--- config.mk ---
export PLATFORM = sky130hd
export DESIGN_NAME = scb_ctrl
export DESIGN_NICKNAME = d
export VERILOG_FILES = /design/src/text_console_scrollback_assert.svh /design/src/scb_pkg.sv /design/src/scb_ctrl.sv
export SDC_FILE = /design/constraint.sdc
export NUM_CORES = 1
export LEC_CHECK = 0
export ABC_AREA = 1
export ABC_CLOCK_PERIOD_IN_PS = 1100
export BUFFER_PORTS_ARGS = -buffer_cell sky130_fd_sc_hd__buf_2
export CELL_PAD_IN_SITES_DETAIL_PLACEMENT = 1
export CELL_PAD_IN_SITES_GLOBAL_PLACEMENT = 1
export CORE_AREA = 2 2 45 47
export DETAILED_ROUTE_END_ITERATION = 7
export DIE_AREA = 0 0 47 49
export GPL_TIMING_DRIVEN = 1
export PLACE_DENSITY = 0.67
export SLEW_MARGIN = 20
export SYNTH_ARGS = -nofsm -noshare
export SYNTH_HDL_FRONTEND = slang
export SYNTH_SLANG_ARGS = --single-unit
--- constraint.sdc ---
create_clock -name i_clk -period 1.1 [get_ports i_clk]
set_clock_uncertainty 0.1 [all_clocks]
set_input_delay 0.11 -clock i_clk [delete_from_list [all_inputs] [get_ports i_clk]]
set_output_delay 0.11 -clock i_clk [all_outputs]
set_load 0.1 [all_outputs]
--- src/text_console_scrollback_assert.svh ---
// Assertion macros shared by the console scrollback RTL.
`ifndef TEXT_CONSOLE_SCROLLBACK_ASSERT_SVH
`define TEXT_CONSOLE_SCROLLBACK_ASSERT_SVH
`ifndef NO_ASSERTIONS
// Implication checked on every clock edge outside reset.
`define TCS_ASSERT(lbl, prop, msg) \
    lbl: assert property (@(posedge i_clk) disable iff (!i_rst_n) prop) else $error(msg);
// Condition that must never hold outside reset.
`define TCS_NEVER(lbl, cond, msg) \
    lbl: assert property (@(posedge i_clk) disable iff (!i_rst_n) !(cond)) else $error(msg);
`else
`define TCS_ASSERT(lbl, prop, msg)
`define TCS_NEVER(lbl, cond, msg)
`endif
`endif

--- src/scb_pkg.sv ---
// Shared types and constants of the console scrollback block.
package scb_pkg;

    localparam logic [7:0] SPACE_CODE   = 8'h20;
    localparam logic [7:0] NEWLINE_CODE = 8'h0a;
    localparam logic [7:0] RESET_COLOR  = 8'd7;
    localparam logic [6:0] RESET_STEP   = 7'd3;

    localparam logic [2:0] ACT_PUT   = 3'd0;
    localparam logic [2:0] ACT_WHEEL = 3'd1;
    localparam logic [2:0] ACT_UNDO  = 3'd2;
    localparam logic [2:0] ACT_CLEAR = 3'd3;
    localparam logic [2:0] ACT_READ  = 3'd4;

    localparam logic REG_TEXT_COLOR  = 1'b0;
    localparam logic REG_SCROLL_STEP = 1'b1;

    typedef enum logic [2:0] {
        ST_INIT,
        ST_IDLE,
        ST_SHIFT,
        ST_PUT,
        ST_UNDO,
        ST_CLEAR,
        ST_READ,
        ST_DONE
    } t_state;

    typedef struct packed {
        logic load;
        logic shift_begin;
        logic row_clr;
        logic put;
        logic undo_step;
        logic wheel;
        logic clear_begin;
        logic sweep;
        logic read_issue;
        logic cell_load;
    } t_cmd;

    typedef struct packed {
        logic row_full;
        logic at_origin;
        logic undo_zero;
        logic sweep_last;
        logic row_clr_last;
    } t_stat;

endpackage

--- src/scb_ctrl.sv ---
// Sequencing state machine of the console scrollback block.
module scb_ctrl (
    input  logic           i_clk,
    input  logic           i_rst_n,
    input  logic           i_start,
    input  logic [2:0]     i_action,
    input  scb_pkg::t_stat i_stat,
    output scb_pkg::t_cmd  o_cmd,
    output logic           o_busy,
    output logic           o_done
);

    scb_pkg::t_state r_state;
    scb_pkg::t_state n_state;

    always_ff @(posedge i_clk) begin
        if (!i_rst_n) begin
            r_state <= scb_pkg::ST_INIT;
        end else begin
            r_state <= n_state;
        end
    end

    always_comb begin
        n_state = r_state;
        case (r_state)
            scb_pkg::ST_INIT: begin
                if (i_stat.sweep_last) n_state = scb_pkg::ST_IDLE;
            end
            scb_pkg::ST_IDLE: begin
                if (i_start) begin
                    case (i_action)
                        scb_pkg::ACT_PUT: begin
                            n_state = i_stat.row_full ? scb_pkg::ST_SHIFT : scb_pkg::ST_PUT;
                        end
                        scb_pkg::ACT_UNDO:  n_state = scb_pkg::ST_UNDO;
                        scb_pkg::ACT_CLEAR: n_state = scb_pkg::ST_CLEAR;
                        scb_pkg::ACT_READ:  n_state = scb_pkg::ST_READ;
                        default:            n_state = scb_pkg::ST_DONE;
                    endcase
                end
            end
            scb_pkg::ST_SHIFT: begin
                if (i_stat.row_clr_last) n_state = scb_pkg::ST_PUT;
            end
            scb_pkg::ST_PUT:  n_state = scb_pkg::ST_DONE;
            scb_pkg::ST_UNDO: begin
                if (i_stat.undo_zero || i_stat.at_origin) n_state = scb_pkg::ST_DONE;
            end
            scb_pkg::ST_CLEAR: begin
                if (i_stat.sweep_last) n_state = scb_pkg::ST_DONE;
            end
            scb_pkg::ST_READ: n_state = scb_pkg::ST_DONE;
            scb_pkg::ST_DONE: n_state = scb_pkg::ST_IDLE;
            default:          n_state = scb_pkg::ST_IDLE;
        endcase
    end

    always_comb begin
        o_cmd  = '0;
        o_busy = (r_state != scb_pkg::ST_IDLE);
        o_done = 1'b0;
        case (r_state)
            scb_pkg::ST_INIT: o_cmd.sweep = 1'b1;
            scb_pkg::ST_IDLE: begin
                if (i_start) begin
                    o_cmd.load = 1'b1;
                    case (i_action)
                        scb_pkg::ACT_PUT:   o_cmd.shift_begin = i_stat.row_full;
                        scb_pkg::ACT_WHEEL: o_cmd.wheel = 1'b1;
                        scb_pkg::ACT_CLEAR: o_cmd.clear_begin = 1'b1;
                        scb_pkg::ACT_READ:  o_cmd.read_issue = 1'b1;
                        default:            o_cmd.load = 1'b1;
                    endcase
                end
            end
            scb_pkg::ST_SHIFT: o_cmd.row_clr = 1'b1;
            scb_pkg::ST_PUT:   o_cmd.put = 1'b1;
            scb_pkg::ST_UNDO:  o_cmd.undo_step = !(i_stat.undo_zero || i_stat.at_origin);
            scb_pkg::ST_CLEAR: o_cmd.sweep = 1'b1;
            scb_pkg::ST_READ:  o_cmd.cell_load = 1'b1;
            scb_pkg::ST_DONE:  o_done = 1'b1;
            default:           o_done = 1'b0;
        endcase
    end

endmodule

==> results.py <==
metrics = {
    "status": {
        "status": "finished with violations",
        "violations": "hold timing, setup timing",
    },
    "hold_path": {
        "hold-path-endpoint": "r_state[0]",
        "min_path_cells": 3,
        "hold_class": "input port to flop",
        "hold_start": "i_rst_n",
    },
    "floorplanning": {
        "dieHeight_um": 49,
        "start_util_pct": 21.3,
        "rows": 16,
        "die-area_mm2": 0.00230,
        "fp.dieW_um": 47,
        "core_mm2": 0.00184,
        "io_pins": 23,
    },
    "worst_setup_path": {
        "cp-end-kind": "primary output",
        "worstSetupStartpointType": "flop",
        "reg2reg_from": "r_state[1]",
        "critPathKind": "flop to primary output",
        "cp.arrival_ns": 1.35,
        "r2r_setup_slack_ns": -0.35,
        "path_max_fanout": 5,
        "reg2reg_depth": 8,
        "timing.rr.end": "r_state[2]",
        "required_ns": 0.89,
    },
    "routing": {
        "avgRoutedWirePerCell_um": 14.1,
        "avgViaCountPerCell": 4.38,
        "drtIter0Drc": 6,
        "drt_wl_total_mm": 2.04,
        "first_pass_iters": 2,
        "drcViolationCount": 0,
        "drtAntennaViolNets": 0,
        "vias": 635,
    },
    "pwr": {
        "pwr-share-clk_pct": 6.9,
        "powerDensity_mw_per_mm2": 2760,
        "p_leak_nw": 0.516,
        "ir_worst_vdd_uv": 1820,
        "power.share.combinational_pct": 85.3,
        "power.internal_mw": 1.34,
        "seqPwrFrac_pct": 7.8,
        "p_sw_share_pct": 57.1,
        "switchingPower_mw": 1.78,
    },
    "grt": {
        "grt_pass1_vias": 621,
        "grt_pass1_wl_mm": 2.87,
        "grt_antenna_before_repair": 0,
        "met1_usage_pct": 24.3,
        "use_met2_pct": 25.8,
        "track_usage_pct": 17.7,
        "overflow": 0,
        "grt_busiest_layer": "met2",
        "grt_use_met3_pct": 4.44,
        "grt_max_degree": 8,
    },
    "clock_tree": {
        "cts_sinks": 3,
        "clock_latency_ns": 0.25,
        "cts_buffers": 3,
        "clk_pin_slew_ns": 0.05,
        "ctsRootBufferMaster": "clkbuf_4",
        "clockBufferDepth": 2,
        "cts_tree": "built",
        "htree_levels": 1,
    },
    "sta": {
        "whs_ns": -0.00100,
        "period_needed_ns": 1.56,
        "worstMarginPinSlew_ns": 0.277,
        "hold_viol_final": 1,
        "setup-tns-final_ns": -5.55,
        "rsz0062_at_grt": "true",
        "setup_ws_ns": -0.461,
        "max_freq_ghz": 0.640,
        "slew_violations": 0,
        "finalCritPeriodShare_pct": 142,
        "setup_viol": 15,
        "slew_headroom_pct": 81.4,
    },
    "synth": {
        "synth_seq_cells": 3,
        "synth_area_leaders": "dfxtp_1 (15%), nand2_1 (13%), nand3_1 (13%)",
        "syn_avg_cell_area_um2": 5.59,
        "ys_types": 20,
        "yosysSeqAreaShare_pct": 15.3,
        "syn_inst": 70,
        "yosysWarnings": 0,
        "syn-num-nets": 81,
        "synth_area_um2": 392,
        "yosysTopAreaCellShare_pct": 15.3,
        "yosys.area.top_type": "dfxtp_1",
    },
    "finish": {
        "nets": 130,
        "post-route-util_pct": 61.3,
        "n_antenna_cell": 0,
        "largest_reg_flops": 3,
        "design_area_mm2": 0.00113,
        "top_register": "r_state",
        "reg_top3": "r_state x3",
        "fillCellCount": 227,
        "syn2layout_area_growth_pct": 188,
        "drive_gt1_share_pct": 70.3,
    },
    "place": {
        "port_buffers": 22,
        "dp_slack_ns": -0.292,
        "post-dp-hpwl_mm": 1.38,
        "placed_cell_area_um2": 940,
        "place_congestion": 0.734,
    },
    "job": {
        "cap_viol_max_count": 0,
    },
}
-- power by group through the flow --
| stage | logic [mW] | registers (mW) | clock network (mW) |
|---|---|---|---|
| floorplan | 1.41 | 0.219 | 0 |
| global placement | 2.22 | 0.214 | 0 |
| detailed placement | 2.26 | 0.221 | 0 |
| CTS | 2.39 | 0.233 | 0.203 |
| global route | 2.78 | 0.252 | 0.237 |
| finish | 2.67 | 0.242 | 0.216 |
-- layout make-up --
type	count	area, um2	area share [%]
clock buffers	4	26.3	2.33
inverters	15	75.1	6.64
multi-input cells	51	432	38.2
flip-flops and latches	3	66.3	5.87
well taps	27	33.8	2.99
repair buffers	45	497	44.0
-- cell usage after synthesis --
cell type  number
nand2_2         2
nand4_1         1
a21oi_2         1
o21ai_0         1
inv_1          12
dfxtp_1         3
buf_6           1
nand3_4         1
a21oi_1         2
nor2_2          1
nor2_4          1
nand3_1        10
nor4_1          2
nor2_1         11
nor3b_1         1
nor3_1          2
inv_2           2
nand2_1        14
inv_4           1
nand3_2         1
-- critical path, stage by stage (launching register included) --
cell     delay, ns
dfxtp_2       0.34
inv_2         0.08
nand3_4       0.08
inv_4         0.09
nand2_8       0.08
nor4_4        0.20
buf_12        0.22
-- timing repair --
| item | CTS | global route |
|---|---|---|
| gates cloned | 0 | 0 |
| endpoints found under the setup margin | 15 | 15 |
| gates resized for setup | 12 | 21 |
| pin swaps | 5 | 6 |
| hold buffers | 0 | 0 |
| setup buffers | 1 | 6 |
-- cells in the final DEF, fill, tap and decap left out --
| cell | instances |
|---|---|
| buf_4 | 14 |
| buf_12 | 12 |
| buf_2 | 10 |
| nand2_1 | 9 |
| nor2_1 | 9 |
| buf_6 | 9 |
| inv_1 | 7 |
| nand3_1 | 5 |
| nand3_2 | 4 |
| nor2_4 | 4 |
| nand2_4 | 4 |
| inv_4 | 3 |
| clkinvlp_4 | 3 |
| nand3_4 | 3 |
| clkbuf_4 | 3 |
| inv_2 | 2 |
| nor4_4 | 2 |
| nand2_2 | 2 |
| a21oi_1 | 2 |
| dfxtp_2 | 2 |
| nand2_8 | 1 |
| nor3_4 | 1 |
| nor3b_4 | 1 |
| nand4_1 | 1 |
| nor3_1 | 1 |
| o21ai_4 | 1 |
| a21oi_2 | 1 |
| clkbuf_1 | 1 |
| dfxtp_4 | 1 |
-- metrics by stage --
stage / std cells / power, mW
detailed placement: 137 / 2.48
finish: 145 / 3.12
CTS: 141 / 2.82
floorplan: 70 / 1.63
global route: 145 / 3.27
global placement: 137 / 2.43
-- how the worst max path moves through the flow --
stage / start / end / slack, ns / depth (start not counted)
6_report: r_state[1] / o_cmd[4] / -0.46 / 6
5_1_grt: r_state[1] / o_cmd[1] / -0.50 / 6
4_1_cts: r_state[0] / o_done / -0.42 / 5
3_5_place_dp: r_state[1] / r_state[0] / -0.29 / 7
3_3_place_gp: r_state[0] / o_cmd[3] / -0.25 / 5
2_1_floorplan: r_state[0] / o_cmd[3] / -1.24 / 5
-- logic make-up (layout without fill, tap and decap cells) --
group / count (synthesis) / count (layout) / synth area share [%]
compound gates: 4 / 4 / 6.07
buf+inv: 16 / 64 / 17.9
flops: 3 / 3 / 15.3
simple gates: 47 / 47 / 60.7
-- per-layer routing --
layer | wire length (um) | part of all wire, % | vias to the layer above
met1 | 893 | 44 | 303
li1 | - | - | 318
met2 | 1090 | 54 | 12
met4 | 7 | 0.34 | 0
met3 | 45 | 2.2 | 2
met5 | 0 | 0 | -
Note: power is estimated with default switching activity, not from simulation.
